File: src/rtl/hgtb_pkg.sv
package hgtb_pkg;

   localparam int REQ_W   = 80;
   localparam int RSP_W   = 16;
   localparam int CSR_A_W = 8;
   localparam int CSR_D_W = 24;

   localparam int LIMIT_W = 46;
   localparam int COST_W  = 38;
   localparam int HALF_W  = 23;
   localparam int PART_W  = 47;
   localparam int PROD_W  = 70;

   localparam logic [29:0] TOKEN_SCALE  = 30'd1000000000;
   localparam logic [3:0]  MAX_ATTEMPTS = 4'd8;

   localparam logic [7:0]  TTL_GUESS_LOW  = 8'd64;
   localparam logic [7:0]  TTL_GUESS_MID  = 8'd128;
   localparam logic [7:0]  TTL_GUESS_HIGH = 8'd255;
   // x / 100 == (x * 5243) >> 19 for x below 43690
   localparam logic [12:0] PCT_RECIP       = 13'd5243;
   localparam int          PCT_RECIP_SHIFT = 19;

   localparam int QUEUE_DEPTH = 2;
   localparam int QUEUE_PTR_W = 1;

   localparam logic [CSR_A_W-1:0] CSR_BURST_SIZE      = 8'd0;
   localparam logic [CSR_A_W-1:0] CSR_REFILL_RATE     = 8'd1;
   localparam logic [CSR_A_W-1:0] CSR_REPEAT_COUNT    = 8'd2;
   localparam logic [CSR_A_W-1:0] CSR_BASE_TTL        = 8'd3;
   localparam logic [CSR_A_W-1:0] CSR_ESTIMATE_ENABLE = 8'd4;
   localparam logic [CSR_A_W-1:0] CSR_HOP_PERCENT     = 8'd5;

   typedef enum logic [1:0] {
      VERDICT_GRANTED = 2'd0,
      VERDICT_SKIPPED = 2'd1,
      VERDICT_LIMITED = 2'd2
   } verdict_type;

   typedef enum logic [2:0] {
      BK_IDLE,
      BK_LOAD,
      BK_MUL_LO,
      BK_MUL_HI,
      BK_SUM,
      BK_CAP,
      BK_CHARGE,
      BK_EMIT
   } back_state_type;

   typedef struct packed {
      logic [15:0] burst_size;
      logic [23:0] refill_rate;
      logic [7:0]  repeat_count;
      logic [7:0]  base_ttl;
      logic        estimate_enable;
      logic [7:0]  hop_percent;
   } cfg_type;

   typedef struct packed {
      logic [3:0]  slot;
      logic [63:0] now;
      logic        skipped;
      logic [7:0]  probe_ttl;
      logic        ttl_unknown;
   } job_type;

   typedef struct packed {
      logic [LIMIT_W-1:0] tokens;
      logic [63:0]        last;
   } bucket_type;

endpackage

File: src/rtl/hgtb_queue.sv
module hgtb_queue (
   input  logic              clock,
   input  logic              reset,
   input  logic              push_valid,
   output logic              push_ready,
   input  hgtb_pkg::job_type push_job,
   output logic              pop_valid,
   input  logic              pop_ready,
   output hgtb_pkg::job_type pop_job
);

   localparam int PTR_W = hgtb_pkg::QUEUE_PTR_W;
   localparam int DEPTH = hgtb_pkg::QUEUE_DEPTH;

   hgtb_pkg::job_type entries_ff [DEPTH];

   logic [PTR_W-1:0] wr_ptr_ff, wr_ptr_in;
   logic [PTR_W-1:0] rd_ptr_ff, rd_ptr_in;
   logic [PTR_W:0]   count_ff, count_in;
   logic             push_fire, pop_fire;

   assign push_ready = (count_ff != (PTR_W + 1)'(DEPTH));
   assign pop_valid  = (count_ff != '0);
   assign pop_job    = entries_ff[rd_ptr_ff];
   assign push_fire  = push_valid & push_ready;
   assign pop_fire   = pop_valid & pop_ready;

   always_comb begin
      wr_ptr_in = wr_ptr_ff;
      rd_ptr_in = rd_ptr_ff;
      count_in  = count_ff;
      if (push_fire) begin
         wr_ptr_in = (wr_ptr_ff == PTR_W'(DEPTH - 1)) ? '0 : wr_ptr_ff + 1'b1;
      end
      if (pop_fire) begin
         rd_ptr_in = (rd_ptr_ff == PTR_W'(DEPTH - 1)) ? '0 : rd_ptr_ff + 1'b1;
      end
      if (push_fire && !pop_fire) begin
         count_in = count_ff + 1'b1;
      end else if (pop_fire && !push_fire) begin
         count_in = count_ff - 1'b1;
      end
   end

   always_ff @(posedge clock) begin
      if (reset) begin
         wr_ptr_ff <= '0;
         rd_ptr_ff <= '0;
         count_ff  <= '0;
      end else begin
         wr_ptr_ff <= wr_ptr_in;
         rd_ptr_ff <= rd_ptr_in;
         count_ff  <= count_in;
      end
   end

   always_ff @(posedge clock) begin
      if (push_fire) begin
         entries_ff[wr_ptr_ff] <= push_job;
      end
   end

endmodule

File: config.mk
export PLATFORM = sky130hd
export DESIGN_NAME = hgtb_queue
export DESIGN_NICKNAME = d
export VERILOG_FILES = /design/src/rtl/hgtb_pkg.sv /design/src/rtl/hgtb_queue.sv
export SDC_FILE = /design/constraint.sdc
export NUM_CORES = 1
export LEC_CHECK = 0
export ABC_AREA = 1
export ABC_CLOCK_PERIOD_IN_PS = 7000
export BUFFER_PORTS_ARGS = -buffer_cell sky130_fd_sc_hd__buf_2
export CORE_AREA = 2 2 110 112
export DETAILED_ROUTE_END_ITERATION = 10
export DIE_AREA = 0 0 112 114
export PLACE_DENSITY = 0.83
export SETUP_SLACK_MARGIN = 0.5
export SLEW_MARGIN = 20
export SYNTH_ARGS = -nofsm -noshare
export SYNTH_HDL_FRONTEND = slang
export SYNTH_SLANG_ARGS = --single-unit
File: constraint.sdc
create_clock -name clock -period 7 [get_ports clock]
set_input_delay 1.4 -clock clock [delete_from_list [all_inputs] [get_ports clock]]
set_output_delay 1.4 -clock clock [all_outputs]
set_load 0.03 [all_outputs]
==> results.json <==
{
  "critical_path.slowest_cell": "sky130_fd_sc_hd__dfxtp_4",
  "drt_pass1_iterations": 4,
  "ys_warn_count": 0,
  "drtIter0Drc": 172,
  "post_cts_resize_count": 0,
  "worst_path_dominant_cell_family": "flip-flops",
  "synthesis.area_sq_mm": 0.00595,
  "tritoncts": "built",
  "htree_levels": 4,
  "routability_congestion": 0.685,
  "slowest_delay_ps": 680,
  "vias": 3063,
  "wire_length_of_the_first_global_routing_pass_um": 15400,
  "die_height_um": 114,
  "intPower_mw": 2.03,
  "die_x_um": 112,
  "timing.final.crit_share": 0.489,
  "port_buffers": 161,
  "drv.max_cap_violation_count": 0,
  "worst_ir_drop_vdd_v": 0.000245,
  "clock_sinks": 161,
  "slew_viol_final": 0,
  "initial_core_util": 0.508,
  "cts_inserted_buffers": 17,
  "post_cts_hold_buffer_count": 0,
  "hpwlAfterDp_um": 6730,
  "drt-vias-per-instance": 4.98,
  "count_of_boundary_i_o_pins": 162,
  "remaining_drcs": 0,
  "final_layout_size_suffix_gt1_frac": 0.585,
  "clk_root_buffer_cell": "sky130_fd_sc_hd__clkbuf_16",
  "cts_setup_buffers": 0,
  "synth.ff_latch_count": 161,
  "met1_length_um": 4040,
  "power-per-cell-area_mw_per_mm2": 389,
  "overflow": 0,
  "route.antenna.remaining_nets": 0,
  "max_freq_mhz": 292,
  "timing.final.hold_violations": 0,
  "detailed_place.area_sq_mm": 0.00690,
  "p_sw_uw": 900,
  "clock_power_share": 0.292,
  "grt_max_degree": 79,
  "setup.worst_path.start_class": "flip-flop",
  "cts.clk_slew.worst_paths_ps": 60,
  "crit_arrival_ps": 2020,
  "number_of_antenna_violations_at_the_first_check_in_global_routing": 0,
  "finalWorstPathRequiredPeriod_ps": 3420,
  "num_antenna_cells": 0,
  "outcome": "completed",
  "number_of_buffers_and_inverters_on_the_critical_path": 2,
  "wl_met2_um": 5450,
  "core_sq_mm": 0.0117,
  "max_slew_margin": 0.631,
  "crit_path_cell_trace": "buf_16 > mux2_2 > buf_2",
  "post_synthesis_instance_total": 280,
  "std_cell_rows": 40,
  "ys_seq_area_frac": 0.805,
  "switching_fraction": 0.307,
  "critical_path.endpoint_type": "output port",
  "comb_power_frac": 0.272,
  "grt_setup_unrepaired": "false",
  "clk_latency_ps": 410,
  "totalWireLength_um": 10200,
  "areaGrowthSynthToFinish_pct": 26.6,
  "finish.instance_area_sq_mm": 0.00753,
  "post_synth_net_total": 363,
  "power.leakage_nw": 2.88,
  "hp-class": "reg2reg",
  "avgSynthCellArea_sq_um": 21.2,
  "ws_path_type": "reg2out",
  "setup_tns_ps": 0,
  "yosysUniqueCellTypes": 14,
  "required_ps": 5600,
  "finalCoreUtilization": 0.643,
  "nets": 539,
  "hold_slack_ps": 498,
  "total_setup_violations_reported_at_the_end_of_the_flow": 0,
  "wl_met3_um": 608,
  "pwr-share-seq": 0.435,
  "global_route.usage.total": 0.161,
  "highest_layer": "met4",
  "worstPathMaxFanout": 42,
  "wire_per_inst_um": 16.6,
  "worst-slew-pin-transition_ps": 553,
  "fp.dieArea_sq_mm": 0.0128,
  "clock_skew_ps": 6.76,
  "first_global_vias": 3133,
  "clockBufferDepth": 2
}
==> registers in the layout, summed over array words and instances, names as in the netlist, named ones only <==
name and cells:
wr_ptr_ff 1, rd_ptr_ff 1, entries_ff 156, count_ff 2
==> stage by stage <==
stage | cells | power (mW) | setup WS (ps)
final | 615 | 2.93 | 3580
after global routing | 615 | 3.05 | 3460
after CTS | 612 | 2.95 | 3370
after detailed placement | 581 | 2.09 | 3410
after global placement | 581 | 2.06 | 3470
after floorplan | 280 | 1.89 | 1730
==> worst reg2reg max path, stage by stage, from the launching register on <==
cell                      delay, ps
sky130_fd_sc_hd__dfxtp_1        330
sky130_fd_sc_hd__inv_1           80
sky130_fd_sc_hd__nand2_1         90
sky130_fd_sc_hd__nand2_1        170
sky130_fd_sc_hd__nor2_4         430
sky130_fd_sc_hd__buf_16         240
sky130_fd_sc_hd__buf_4          500
==> routing by layer <==
layer,global-route usage,vias to the layer above
met5,0,-
met4,0.0683,0
met3,0.0515,13
met2,0.278,112
met1,0.187,1494
li1,-,1444
==> cells in the final DEF, fill, tap and decap left out <==
cell,n
sky130_fd_sc_hd__clkinv_2,3
sky130_fd_sc_hd__dfxtp_1,4
sky130_fd_sc_hd__nand2_1,9
sky130_fd_sc_hd__clkinvlp_4,4
sky130_fd_sc_hd__edfxtp_1,156
sky130_fd_sc_hd__buf_2,161
sky130_fd_sc_hd__clkbuf_16,17
sky130_fd_sc_hd__nor2_4,2
sky130_fd_sc_hd__nand4_1,1
sky130_fd_sc_hd__buf_16,2
sky130_fd_sc_hd__nor2_1,5
sky130_fd_sc_hd__dfxtp_4,1
sky130_fd_sc_hd__clkbuf_1,4
sky130_fd_sc_hd__a21oi_1,2
sky130_fd_sc_hd__buf_12,1
sky130_fd_sc_hd__o21ai_0,2
sky130_fd_sc_hd__mux2_2,58
sky130_fd_sc_hd__bufinv_16,2
sky130_fd_sc_hd__mux2_4,20
sky130_fd_sc_hd__ha_1,1
sky130_fd_sc_hd__nand3_1,2
sky130_fd_sc_hd__inv_1,8
sky130_fd_sc_hd__buf_4,2
sky130_fd_sc_hd__clkinv_4,1
==> path summary, 6_finish.rpt <==
path         depth (start not counted)  slack [ps]                     start                          to
min reg2reg                          2         500    rd_ptr_ff$_SDFFE_PP0P_                   flip-flop
max reg2reg                          6        4760  count_ff[0]$_SDFFE_PP0P_  entries_ff[1][2]$_DFFE_PP_
max                                  3        3580                 flip-flop                 pop_job[69]
min                                  2         500    rd_ptr_ff$_SDFFE_PP0P_                   flip-flop
==> area by class of cell <==
type	instances	area, sq um
Sequential cell	161	4790
Fill cell	845	4180
Multi-Input combinational cell	102	1080
Timing Repair Buffer	166	896
Clock buffer	21	440
Tap cell	147	184
Clock inverter	10	114
Inverter	8	30.0
==> Yosys cell counts, drive strengths merged <==
master | instances | area, sq um
inv | 8 | 30.0
a21oi | 2 | 10.0
nor2 | 7 | 26.3
ha | 1 | 12.5
edfxtp | 156 | 4680
nand4 | 1 | 6.26
o21ai | 2 | 10.0
nand2 | 9 | 33.8
mux2 | 78 | 953
dfxtp | 5 | 100
nand3 | 2 | 10.0
buf | 9 | 70.1
==> power by group through the flow <==
stage / Combinational (mW) / Clock (mW) / Sequential [mW]
4_1_cts: 0.760 / 0.876 / 1.31
3_5_place_dp: 0.758 / 0 / 1.33
3_3_place_gp: 0.747 / 0 / 1.32
5_1_grt: 0.843 / 0.919 / 1.29
6_report: 0.799 / 0.857 / 1.28
2_1_floorplan: 0.611 / 0 / 1.28
==> kinds of logic (layout without fill, tap and decap cells) <==
kind of cell,Yosys count,in the layout,synth area share
simple gates,19,19,0.0128
buf+inv,17,205,0.0168
mux,78,78,0.160
compound gates,4,4,0.00337
fa+ha+maj,1,1,0.00210
flops,161,161,0.805
Note: power is estimated with default switching activity, not from simulation.
