===== src/rtl/hgtb_pkg.sv =====
package hgtb_pkg;

   localparam int REQ_W   = 80;
   localparam int RSP_W   = 16;
   localparam int CSR_A_W = 8;
   localparam int CSR_D_W = 24;

   localparam int LIMIT_W = 46;
   localparam int COST_W  = 38;
   localparam int HALF_W  = 23;
   localparam int PART_W  = 47;
   localparam int PROD_W  = 70;

   localparam logic [29:0] TOKEN_SCALE  = 30'd1000000000;
   localparam logic [3:0]  MAX_ATTEMPTS = 4'd8;

   localparam logic [7:0]  TTL_GUESS_LOW  = 8'd64;
   localparam logic [7:0]  TTL_GUESS_MID  = 8'd128;
   localparam logic [7:0]  TTL_GUESS_HIGH = 8'd255;
   // x / 100 == (x * 5243) >> 19 for x below 43690
   localparam logic [12:0] PCT_RECIP       = 13'd5243;
   localparam int          PCT_RECIP_SHIFT = 19;

   localparam int QUEUE_DEPTH = 2;
   localparam int QUEUE_PTR_W = 1;

   localparam logic [CSR_A_W-1:0] CSR_BURST_SIZE      = 8'd0;
   localparam logic [CSR_A_W-1:0] CSR_REFILL_RATE     = 8'd1;
   localparam logic [CSR_A_W-1:0] CSR_REPEAT_COUNT    = 8'd2;
   localparam logic [CSR_A_W-1:0] CSR_BASE_TTL        = 8'd3;
   localparam logic [CSR_A_W-1:0] CSR_ESTIMATE_ENABLE = 8'd4;
   localparam logic [CSR_A_W-1:0] CSR_HOP_PERCENT     = 8'd5;

   typedef enum logic [1:0] {
      VERDICT_GRANTED = 2'd0,
      VERDICT_SKIPPED = 2'd1,
      VERDICT_LIMITED = 2'd2
   } verdict_type;

   typedef enum logic [2:0] {
      BK_IDLE,
      BK_LOAD,
      BK_MUL_LO,
      BK_MUL_HI,
      BK_SUM,
      BK_CAP,
      BK_CHARGE,
      BK_EMIT
   } back_state_type;

   typedef struct packed {
      logic [15:0] burst_size;
      logic [23:0] refill_rate;
      logic [7:0]  repeat_count;
      logic [7:0]  base_ttl;
      logic        estimate_enable;
      logic [7:0]  hop_percent;
   } cfg_type;

   typedef struct packed {
      logic [3:0]  slot;
      logic [63:0] now;
      logic        skipped;
      logic [7:0]  probe_ttl;
      logic        ttl_unknown;
   } job_type;

   typedef struct packed {
      logic [LIMIT_W-1:0] tokens;
      logic [63:0]        last;
   } bucket_type;

endpackage


===== src/rtl/hgtb_front.sv =====
module hgtb_front (
   input  logic                          clock,
   input  logic                          reset,
   input  hgtb_pkg::cfg_type             cfg,
   input  logic                          req_tvalid,
   output logic                          req_tready,
   input  logic [hgtb_pkg::REQ_W-1:0]    req_tdata,
   output logic                          push_valid,
   input  logic                          push_ready,
   output hgtb_pkg::job_type             push_job
);

   logic        s1_valid_ff, s1_valid_in;
   logic [3:0]  slot_ff;
   logic [63:0] now_ff;
   logic        unknown_ff;
   logic        est_ff;
   logic [7:0]  hops_ff;
   logic [15:0] scaled_ff;

   logic        req_fire;
   logic [7:0]  peer;
   logic [7:0]  guess_ttl;
   logic [7:0]  hops;
   logic [28:0] recip;
   logic [8:0]  dyn;
   logic [8:0]  ttl_wide;
   logic        skip;

   assign req_fire  = req_tvalid & req_tready;
   assign peer      = req_tdata[75:68];
   assign guess_ttl = (peer <= hgtb_pkg::TTL_GUESS_LOW) ? hgtb_pkg::TTL_GUESS_LOW :
                      (peer <= hgtb_pkg::TTL_GUESS_MID) ? hgtb_pkg::TTL_GUESS_MID :
                                                           hgtb_pkg::TTL_GUESS_HIGH;
   assign hops      = guess_ttl - peer;

   assign req_tready  = ~s1_valid_ff | push_ready;
   assign s1_valid_in = req_fire | (s1_valid_ff & ~push_ready);

   always_ff @(posedge clock) begin
      if (reset) begin
         s1_valid_ff <= 1'b0;
      end else begin
         s1_valid_ff <= s1_valid_in;
      end
   end

   always_ff @(posedge clock) begin
      if (req_fire) begin
         slot_ff    <= req_tdata[3:0];
         now_ff     <= req_tdata[67:4];
         unknown_ff <= (peer == 8'd0);
         est_ff     <= cfg.estimate_enable & (peer != 8'd0);
         hops_ff    <= hops;
         scaled_ff  <= 16'(hops) * 16'(cfg.hop_percent);
      end
   end

   // divide by 100 through the reciprocal
   assign recip    = 29'(scaled_ff) * 29'(hgtb_pkg::PCT_RECIP);
   assign dyn      = recip[hgtb_pkg::PCT_RECIP_SHIFT +: 9];
   assign ttl_wide = (est_ff && (dyn > {1'b0, cfg.base_ttl})) ? dyn : {1'b0, cfg.base_ttl};
   assign skip     = est_ff & (ttl_wide >= {1'b0, hops_ff});

   assign push_valid           = s1_valid_ff;
   assign push_job.slot        = slot_ff;
   assign push_job.now         = now_ff;
   assign push_job.skipped     = skip;
   assign push_job.probe_ttl   = ttl_wide[8] ? 8'hFF : ttl_wide[7:0];
   assign push_job.ttl_unknown = unknown_ff;

endmodule


===== config.mk =====
export PLATFORM = sky130hd
export DESIGN_NAME = hgtb_front
export DESIGN_NICKNAME = d
export VERILOG_FILES = /design/src/rtl/hgtb_pkg.sv /design/src/rtl/hgtb_front.sv
export SDC_FILE = /design/constraint.sdc
export NUM_CORES = 1
export LEC_CHECK = 0
export ABC_AREA = 0
export BUFFER_PORTS_ARGS = -buffer_cell sky130_fd_sc_hd__buf_4
export CAP_MARGIN = 5
export CORE_MARGIN = 2
export CORE_UTILIZATION = 50
export DETAILED_ROUTE_END_ITERATION = 16
export PLACE_DENSITY = 0.82
export SLEW_MARGIN = 20
export SYNTH_ARGS = -nofsm -noshare
export SYNTH_HDL_FRONTEND = slang
export SYNTH_SLANG_ARGS = --single-unit

===== constraint.sdc =====
create_clock -name clock -period 22.9 [get_ports clock]
set_input_delay 4.58 -clock clock [delete_from_list [all_inputs] [get_ports clock]]
set_output_delay 4.58 -clock clock [all_outputs]
set_load 0.05 [all_outputs]

==> impl_metrics.py, run 1 <==
metrics = {
    "route": {
        "postRouteAntennaNets": 0,
        "post_drt_wl_per_cell_microns": 16.1,
        "vias_per_cell": 5.16,
        "finalWirelength_microns": 20700,
        "via_count": 6639,
        "drt_iter0_drc": 308,
        "dr.pass1.iters": 5,
        "drc": 0,
    },
    "timing": {
        "final-setup-viol-count": 0,
        "clock.fmax_mhz": 71.6,
        "fin_crit_ps": 13970,
        "final-hold-violation-count": 0,
        "fin_setup_tns_ps": 0,
        "slew_headroom_pct": 44.0,
        "rsz0062_at_grt": "false",
        "drv_slew": 0,
        "hold_ws_ps": 538,
        "skew_ps": 16.8,
        "tightest_slew_ps": 837,
        "period_share_pct": 61.0,
    },
    "yosys": {
        "synthesis.area_sq_um": 9610,
        "synth_top_family_by_area": "adder cells",
        "synth.distinct_cells": 48,
        "yosys_warnings": 0,
        "synthMuxAreaShare_pct": 0.885,
        "yosysMostFrequentCell": "inv_1",
        "syn_avg_cell_area_sq_um": 11.1,
        "yosys.area.top_type": "edfxtp_1",
        "synth-xor-area-share_pct": 2.54,
        "netlist_instances": 863,
        "synth_compound_area_share_pct": 7.20,
        "synth-simple-area-share_pct": 7.24,
        "synth_fa_ha_area_share_pct": 44.1,
        "synth.top_cells.by_count": "inv_1 (212), ha_1 (161), fa_1 (111)",
        "async_reset_ff_share_pct": 0,
        "ys_seq_area_share_pct": 29.6,
        "synth_flop_cell": "edfxtp_1",
        "ys_ff_latch": 95,
        "synth_top_area_share_pct": 29.4,
        "synth_edf_count": 94,
        "synth_area_leaders": "edfxtp_1 (29%), fa_1 (23%), ha_1 (21%), inv_1 (8.3%), nand2_1 (2.3%)",
        "syn_nets": 1284,
    },
    "clocking": {
        "cts_tree": "built",
        "postCtsHoldBufs": 0,
        "insertion_delay_ps": 350,
        "path_clk_slew_ps": 80,
        "ctsResizeCount": 0,
        "cts.sinks": 95,
        "root_buffer": "clkbuf_16",
        "clockBufferDepth": 2,
        "cts_buffers": 9,
        "post_cts_buffers": 0,
        "cts_max_level": 3,
    },
    "cells_and_area": {
        "drive_gt1_share_pct": 19.7,
        "final_net_count": 1469,
        "final_cell_area_sq_um": 11500,
        "diodes": 0,
        "fin_util_pct": 61.5,
        "syn_to_final_growth_pct": 20.1,
    },
    "floorplan": {
        "start_util_pct": 51.2,
        "die_area_sq_um": 20400,
        "num_rows": 50,
        "die_y_microns": 143,
        "die_w_microns": 143,
        "core_area_sq_um": 18800,
        "io_pins": 229,
    },
    "placed_design": {
        "hpwl_microns": 17600,
        "port_buffers": 176,
        "place_congestion": 0.854,
        "dpl_cell_area_sq_um": 11200,
    },
    "min_path": {
        "hold_class": "flip-flop to flip-flop",
    },
    "setup_path": {
        "worstPathMaxFanout": 17,
        "crit_slowest_cell": "edfxtp_1",
        "cp_top_family": "adder cells",
        "worstSetupPathType": "flip-flop to output port",
        "critPathBufInv": 6,
        "cp-end-kind": "output port",
        "crit_path_start_kind": "flip-flop",
        "required_ps": 18320,
        "cp.arrival_ps": 9390,
        "cp_slowest_stage_delay_ps": 560,
    },
    "global_routing": {
        "grt_first_pass_wirelength_microns": 33600,
        "grt_max_degree": 95,
        "groute.usage.overall_pct": 21.0,
        "grt_antenna_before_repair": 0,
        "grt_pass1_vias": 7052,
        "grt-ovfl-total": 0,
    },
    "run_status": {
        "status": "finished, final reports clean",
    },
    "job": {
        "maxCapViolCount": 0,
    },
}
-- state kept, by name (all words and copies together) (netlist names) --
signal and cells:
slot_ff 4, unknown_ff 1, push_valid 1, now_ff 64, scaled_ff 16, hops_ff 8, est_ff 1
-- stage by stage --
stage	instances	setup WS, ps
3_5_place_dp	1270	9440
4_1_cts	1286	8960
2_1_floorplan	863	10390
5_1_grt	1287	8360
3_3_place_gp	1270	9620
6_report	1287	8930
-- placed cells by master (no fill, tap or decap), types with 2 or more instances in the layout --
master / netlist / final
inv_1: 212 / 212
buf_4: 2 / 176
ha_1: 161 / 161
fa_1: 111 / 111
edfxtp_1: 94 / 94
nand2_1: 58 / 58
a21oi_1: 27 / 27
o21ai_0: 26 / 26
and2_1: 21 / 20
nor2_1: 16 / 16
xnor2_1: 15 / 15
nor2b_1: 14 / 14
a21o_1: 14 / 14
xor2_1: 11 / 11
a21boi_0: 11 / 11
clkbuf_16: 0 / 9
nor3_1: 7 / 7
nand3_1: 5 / 5
a31oi_1: 5 / 5
o221ai_1: 5 / 5
nand2b_1: 4 / 4
mux2_2: 4 / 4
mux2i_1: 4 / 4
nand3b_1: 3 / 3
nand4_1: 3 / 3
or3_1: 3 / 3
a41oi_1: 3 / 3
inv_8: 0 / 3
o21a_1: 2 / 2
o211ai_1: 2 / 2
clkinv_8: 0 / 2
-- layout make-up --
class	instances	area, sq um
flip-flops and latches	95	2840
inverters	213	800
repair buffers	177	1350
clock buffers	9	225
fillers	1444	7220
clock inverters	7	83.8
well taps	234	293
multi-input cells	552	5960
-- cells by family after synthesis --
family | after synthesis
muxes | 8
adders and majority gates | 272
buffers and inverters | 216
AOI/OAI and AO/OA | 105
DFF | 95
xor gates and xnor gates | 27
and+or+nand+nor | 140
-- final timing paths --
check	from	end	slack [ps]	cells after the start
min reg2reg	push_valid	push_valid	540	2
max	scaled_ff[10]	push_job[9]	8930	37
min	push_valid	push_valid	540	2
max reg2reg	push_valid	scaled_ff[11]	21240	3
-- per-layer routing --
metal | GRT usage (%) | vias to the layer above | wire [microns]
met5 | 0 | - | 0
met4 | 5.42 | 0 | 395
met3 | 3.82 | 32 | 936
met2 | 36.9 | 163 | 10600
met1 | 27.1 | 3240 | 8750
li1 | - | 3204 | -
-- worst register-to-register path, delay by kind of cell (launching register included) --
kind                   cells  cell delay (ps)
flip-flops                 1              320
AND/OR/NAND/NOR            2              640
buffers and inverters      1              350
Power of run 1 is left out: the tool's default activity adds up to more than one toggle a clock period on the data nets, which glitch-free logic cannot reach.
==> inputs of run 2 (changes only) <==
--- a/config.mk
+++ b/config.mk
@@ -5,13 +5,13 @@
 export SDC_FILE = /design/constraint.sdc
 export NUM_CORES = 1
 export LEC_CHECK = 0
-export ABC_AREA = 0
+export ABC_AREA = 1
 export BUFFER_PORTS_ARGS = -buffer_cell sky130_fd_sc_hd__buf_4
 export CAP_MARGIN = 5
 export CORE_MARGIN = 2
 export CORE_UTILIZATION = 50
 export DETAILED_ROUTE_END_ITERATION = 16
-export PLACE_DENSITY = 0.82
+export PLACE_DENSITY = 0.81
 export SLEW_MARGIN = 20
 export SYNTH_ARGS = -nofsm -noshare
 export SYNTH_HDL_FRONTEND = slang
==> constraint.sdc (replaced) <==
create_clock -name clock -period 13.22 [get_ports clock]
set_input_delay 2.644 -clock clock [delete_from_list [all_inputs] [get_ports clock]]
set_output_delay 2.644 -clock clock [all_outputs]
set_load 0.05 [all_outputs]
==> run 2 against run 1 <==
Effect of this change: non-clock buffer count is the same; first-iteration DRC count grew 39%; critical path type unchanged; routed wire length grew 22%; synthesized cell count grew 27%; setup slack lost 6400 ps; hold slack gained 7.0 ps; sequential share of layout area shrank 1.5 points; design area grew 6.3%; via count grew 19%; critical path depth grew 4; die area grew 7.2%; utilization shrank 0.84 points.
==> impl_metrics.py, run 2 <==
metrics = {
    "yosys": {
        "yosys_warnings": 0,
        "syn_nets": 1521,
        "synth_edf_count": 94,
        "ys_ff_latch": 95,
        "synth_area_leaders": "edfxtp_1 (27%), fa_1 (22%), ha_1 (20%), inv_1 (10%), nand2_1 (7.0%)",
        "ys_seq_area_share_pct": 27.5,
        "netlist_instances": 1100,
        "yosys.area.top_type": "edfxtp_1",
        "yosysMostFrequentCell": "inv_1",
        "syn_avg_cell_area_sq_um": 9.39,
        "synthesis.area_sq_um": 10300,
        "async_reset_ff_share_pct": 0,
        "synth_flop_cell": "edfxtp_1",
        "synth.distinct_cells": 40,
        "synth.top_cells.by_count": "inv_1 (283), nand2_1 (193), ha_1 (161)",
        "synth_top_area_share_pct": 27.3,
    },
    "setup_path": {
        "crit_slowest_cell": "edfxtp_1",
        "crit_path_start_kind": "flip-flop",
        "cp-end-kind": "output port",
        "required_ps": 10580,
        "cp.arrival_ps": 8020,
        "worstSetupPathType": "flip-flop to output port",
        "cp_common_cell": "nand2_1",
        "worstPathMaxFanout": 10,
        "cp_slowest_stage_delay_ps": 590,
    },
    "global_routing": {
        "groute.usage.overall_pct": 23.7,
        "grt_first_pass_wirelength_microns": 40300,
        "grt-ovfl-total": 0,
        "grt_max_degree": 79,
        "grt_antenna_before_repair": 0,
        "grt_pass1_vias": 8204,
    },
    "floorplan": {
        "start_util_pct": 51.0,
        "io_pins": 229,
        "core_area_sq_um": 20200,
        "num_rows": 52,
        "die_area_sq_um": 21800,
        "die_y_microns": 148,
        "die_w_microns": 148,
    },
    "timing": {
        "fin_crit_ps": 10660,
        "drv_slew": 0,
        "slew_headroom_pct": 35.4,
        "period_share_pct": 80.6,
        "tightest_slew_ps": 969,
        "skew_ps": 12.5,
        "rsz0062_at_grt": "false",
        "fin_setup_tns_ps": 0,
        "final-hold-violation-count": 0,
        "clock.fmax_mhz": 93.8,
        "final-setup-viol-count": 0,
    },
    "cells_and_area": {
        "final_cell_mix": "inv_1 (283), nand2_1 (193), buf_4 (177)",
        "drive_gt1_share_pct": 18.1,
        "syn_to_final_growth_pct": 18.9,
        "regMostFlops": "now_ff",
        "biggestRegsByFlops": "now_ff: 64 flops, scaled_ff: 16 flops, hops_ff: 8 flops",
        "nFillCells": 1658,
        "final_net_count": 1704,
        "largest_register_ff_count": 64,
        "diodes": 0,
        "final_common_cell": "inv_1",
    },
    "clocking": {
        "cts_buffers": 9,
        "cts_max_level": 3,
        "ctsResizeCount": 0,
        "post_cts_buffers": 0,
        "path_clk_slew_ps": 80,
        "cts_tree": "built",
        "cts.sinks": 95,
        "clockBufferDepth": 2,
        "root_buffer": "clkbuf_16",
        "postCtsHoldBufs": 0,
        "insertion_delay_ps": 350,
    },
    "route": {
        "drt_iter0_drc": 427,
        "drc": 0,
        "finalWirelength_microns": 25300,
        "vias_per_cell": 5.07,
        "post_drt_wl_per_cell_microns": 16.2,
        "dr.pass1.iters": 5,
        "postRouteAntennaNets": 0,
        "via_count": 7903,
    },
    "placed_design": {
        "port_buffers": 176,
        "hpwl_microns": 21500,
        "place_congestion": 0.938,
    },
    "min_path": {
        "hold_class": "flip-flop to flip-flop",
    },
    "run_status": {
        "status": "finished, final reports clean",
    },
    "job": {
        "maxCapViolCount": 0,
    },
}
[run 2: cell count changes after synthesis, moves of 7 or more]
cell      delta
a21boi_0    -10
nand2_2     +15
nand3_1     +28
xnor2_1      -9
nor2b_1     -14
nand2_1    +135
a21oi_1     +12
inv_1       +71
a21o_1       -7
nand3_2     +10
nor2_1      +55
o21ai_0     -14
and2_1      -21
[run 2: critical path, delay by kind of cell (launching register included)]
kind	cells	cell delay (ps)
fa+ha+maj	8	3450
compound gates	2	610
flops	1	590
simple gates	25	2550
buf+inv	6	480
[run 2: metal layers]
metal | global-route usage [%] | up-vias | wire length [microns]
met3 | 5.06 | 46 | 1450
met5 | 0 | - | 0
met4 | 6.39 | 0 | 494
met1 | 30.2 | 3829 | 10500
met2 | 41.0 | 214 | 12900
li1 | - | 3814 | -
[run 2: cell type report]
| class | count | area [sq um] | area share [%] |
|---|---|---|---|
| Tap cell | 270 | 338 | 2.75 |
| Sequential cell | 95 | 2840 | 23.1 |
| Multi-Input combinational cell | 715 | 6390 | 52.0 |
| Timing Repair Buffer | 177 | 1330 | 10.8 |
| Inverter | 285 | 1070 | 8.71 |
| Clock buffer | 9 | 225 | 1.83 |
| Clock inverter | 7 | 86.3 | 0.703 |
[run 2: final timing paths]
kind	from	endpoint	slack (ps)	cells after the start
max	scaled_ff[13]	push_job[9]	2560	41
min	push_valid	push_valid	550	2
max reg2reg	push_valid	now_ff[58]	11130	2
min reg2reg	push_valid	push_valid	550	2
[run 2: kinds of logic after synthesis]
group / Yosys count / share of synthesized area (%)
AOI/OAI and AO/OA: 71 / 3.95
and+or+nand+nor: 356 / 15.3
adders and majority gates: 272 / 41.0
buffers and inverters: 290 / 10.7
DFF: 95 / 27.5
xor gates and xnor gates: 16 / 1.50
[run 2: through the flow]
stage	cell area [sq um]	std cells	worst slack (ps)	hold WS (ps)	utilization, %
after floorplan	10300	1100	4270	1070	-
after global placement	12000	1542	3490	525	59.2
after detailed placement	12000	1542	3330	528	59.2
after CTS	12300	1558	2670	545	60.7
after global routing	12300	1558	2110	609	60.7
final	12300	1558	2560	545	60.7
Power of run 2 is left out for the same reason.
==> inputs of run 3 (changes only) <==
--- a/config.mk
+++ b/config.mk
@@ -11,7 +11,7 @@
 export CORE_MARGIN = 2
 export CORE_UTILIZATION = 50
 export DETAILED_ROUTE_END_ITERATION = 16
-export PLACE_DENSITY = 0.81
+export PLACE_DENSITY = 0.84
 export SLEW_MARGIN = 20
 export SYNTH_ARGS = -nofsm -noshare
 export SYNTH_HDL_FRONTEND = slang
==> constraint.sdc (replaced) <==
create_clock -name clock -period 9.65 [get_ports clock]
set_input_delay 1.93 -clock clock [delete_from_list [all_inputs] [get_ports clock]]
set_output_delay 1.93 -clock clock [all_outputs]
set_load 0.05 [all_outputs]
==> run 3 against run 2 <==
Effect of this change: the run now ends with negative setup slack left; utilization increased by 2.7 points; clock skew decreased by 2.5 ps; largest cell class unchanged; critical endpoint unchanged; non-clock buffer count up 28; critical path type unchanged; via count grew 11%.
==> impl_metrics.py, run 3 (synthesized netlist as in run 2, its figures left out) <==
metrics = {
    "run_status": {
        "status": "finished with violations",
        "violations": "negative setup slack",
    },
    "clocking": {
        "cts_buffers": 9,
        "cts_tree": "built",
        "root_buffer": "clkbuf_16",
        "cts_max_level": 3,
        "clockBufferDepth": 2,
        "cts.sinks": 95,
        "postCtsHoldBufs": 0,
        "insertion_delay_ps": 370,
        "path_clk_slew_ps": 80,
    },
    "global_routing": {
        "grt_first_pass_wirelength_microns": 43100,
        "grt_max_degree": 85,
        "grt-ovfl-total": 0,
        "grt_pass1_vias": 8655,
        "groute.usage.overall_pct": 25.7,
        "grt_antenna_before_repair": 0,
    },
    "timing": {
        "tightest_slew_ps": 1080,
        "final-setup-viol-count": 1,
        "final-hold-violation-count": 0,
        "fin_crit_ps": 9800,
        "worst_slack_ps": -150,
        "slew_headroom_pct": 27.9,
        "period_share_pct": 102,
        "drv_slew": 0,
        "skew_ps": 10.0,
        "clock.fmax_mhz": 102,
    },
    "setup_path": {
        "path_depth": 45,
        "worstSetupPathType": "flip-flop to output port",
        "reg2reg_from": "push_valid",
        "endpoint": "push_job[9]",
        "critPathBufInv": 10,
        "worstPathMaxFanout": 8,
        "cp_top_family": "adder cells",
        "cp_slowest_stage_delay_ps": 600,
        "rr_worst_depth": 2,
        "startpoint": "scaled_ff[13]",
        "crit_slowest_cell": "fa_1",
        "crit_path_start_kind": "flip-flop",
        "cp-end-kind": "output port",
        "cp.arrival_ps": 7870,
        "required_ps": 7720,
        "cp_common_cell": "nand2_1",
        "r2r_slack_ps": 7610,
        "r2r-end": "now_ff[27]",
    },
    "route": {
        "drt_iter0_drc": 854,
        "postRouteAntennaNets": 0,
        "vias_per_cell": 5.52,
        "post_drt_wl_per_cell_microns": 19.7,
        "dr.pass1.iters": 7,
        "finalWirelength_microns": 31300,
        "drc": 0,
        "via_count": 8759,
    },
    "floorplan": {
        "die_w_microns": 148,
        "die_y_microns": 148,
        "num_rows": 52,
        "start_util_pct": 51.0,
        "io_pins": 229,
        "die_area_sq_um": 21800,
        "core_area_sq_um": 20200,
    },
    "placed_design": {
        "dpl_cell_area_sq_um": 12000,
        "place_congestion": 0.913,
        "pre_cts_ws_ps": 521,
        "hpwl_microns": 22000,
        "port_buffers": 176,
    },
    "cells_and_area": {
        "drive_gt1_share_pct": 23.8,
        "final_cell_area_sq_um": 12800,
        "fin_util_pct": 63.4,
        "syn_to_final_growth_pct": 24.2,
        "biggestRegsByFlops": "now_ff: 64 flops, scaled_ff: 16 flops, hops_ff: 8 flops",
        "nFillCells": 1457,
        "final_common_cell": "inv_1",
        "seq_area_sq_um": 2840,
        "multiInputGateArea_sq_um": 6710,
        "diodes": 0,
        "final_cell_mix": "inv_1 (276), buf_4 (201), nand2_1 (177)",
        "regMostFlops": "now_ff",
        "largest_register_ff_count": 64,
        "final_net_count": 1732,
    },
    "min_path": {
        "hold_class": "flip-flop to flip-flop",
    },
    "job": {
        "maxCapViolCount": 0,
    },
}
## run 3: layout make-up
class | count | share of cell area, %
Clock buffer | 9 | 1.76
Clock inverter | 7 | 0.673
Inverter | 285 | 8.34
Multi-Input combinational cell | 715 | 52.3
Sequential cell | 95 | 22.2
Tap cell | 270 | 2.63
Timing Repair Buffer | 205 | 12.1
## run 3: worst min-delay path by stage
stage	startpoint	to	slack [ps]	depth (start not counted)
after global placement	push_valid	push_valid	520	2
after CTS	push_valid	push_valid	570	2
after global routing	push_valid	push_valid	610	2
after detailed placement	push_valid	push_valid	560	2
after floorplan	push_valid	push_valid	1070	2
final	push_valid	push_valid	570	2
## run 3: per-stage QoR
| step | TNS (ps) | hold WS, ps | instances |
|---|---|---|---|
| 5_1_grt | -328 | 605 | 1586 |
| 2_1_floorplan | 0 | 1070 | 1100 |
| 6_report | -150 | 575 | 1586 |
| 3_3_place_gp | 0 | 519 | 1542 |
| 3_5_place_dp | 0 | 563 | 1542 |
| 4_1_cts | 0 | 575 | 1565 |
## run 3: what timing repair did
item | 4_1_cts | 5_1_grt
pin swaps | 0 | 37
gates resized for setup | 2 | 77
setup buffers | 7 | 21
endpoints found under the hold margin | 0 | 0
setup endpoints to repair | 1 | 1
## run 3: metal layers
metal / GRT usage (%) / vias to the layer above / part of all wire (%) / wire (microns)
met5: 0 / - / 0 / 0
met1: 30.7 / 4230 / 35 / 11000
met3: 5.34 / 164 / 8.1 / 2520
met4: 9.81 / 0 / 6.8 / 2130
li1: - / 3865 / - / -
met2: 45.6 / 500 / 50 / 15600
## run 3: worst min-delay path, cell delays in order (launching register included)
cell and delay (ps):
dfxtp_1 360, nand2_1 120, a21oi_1 60
Power of run 3 is left out for the same reason.
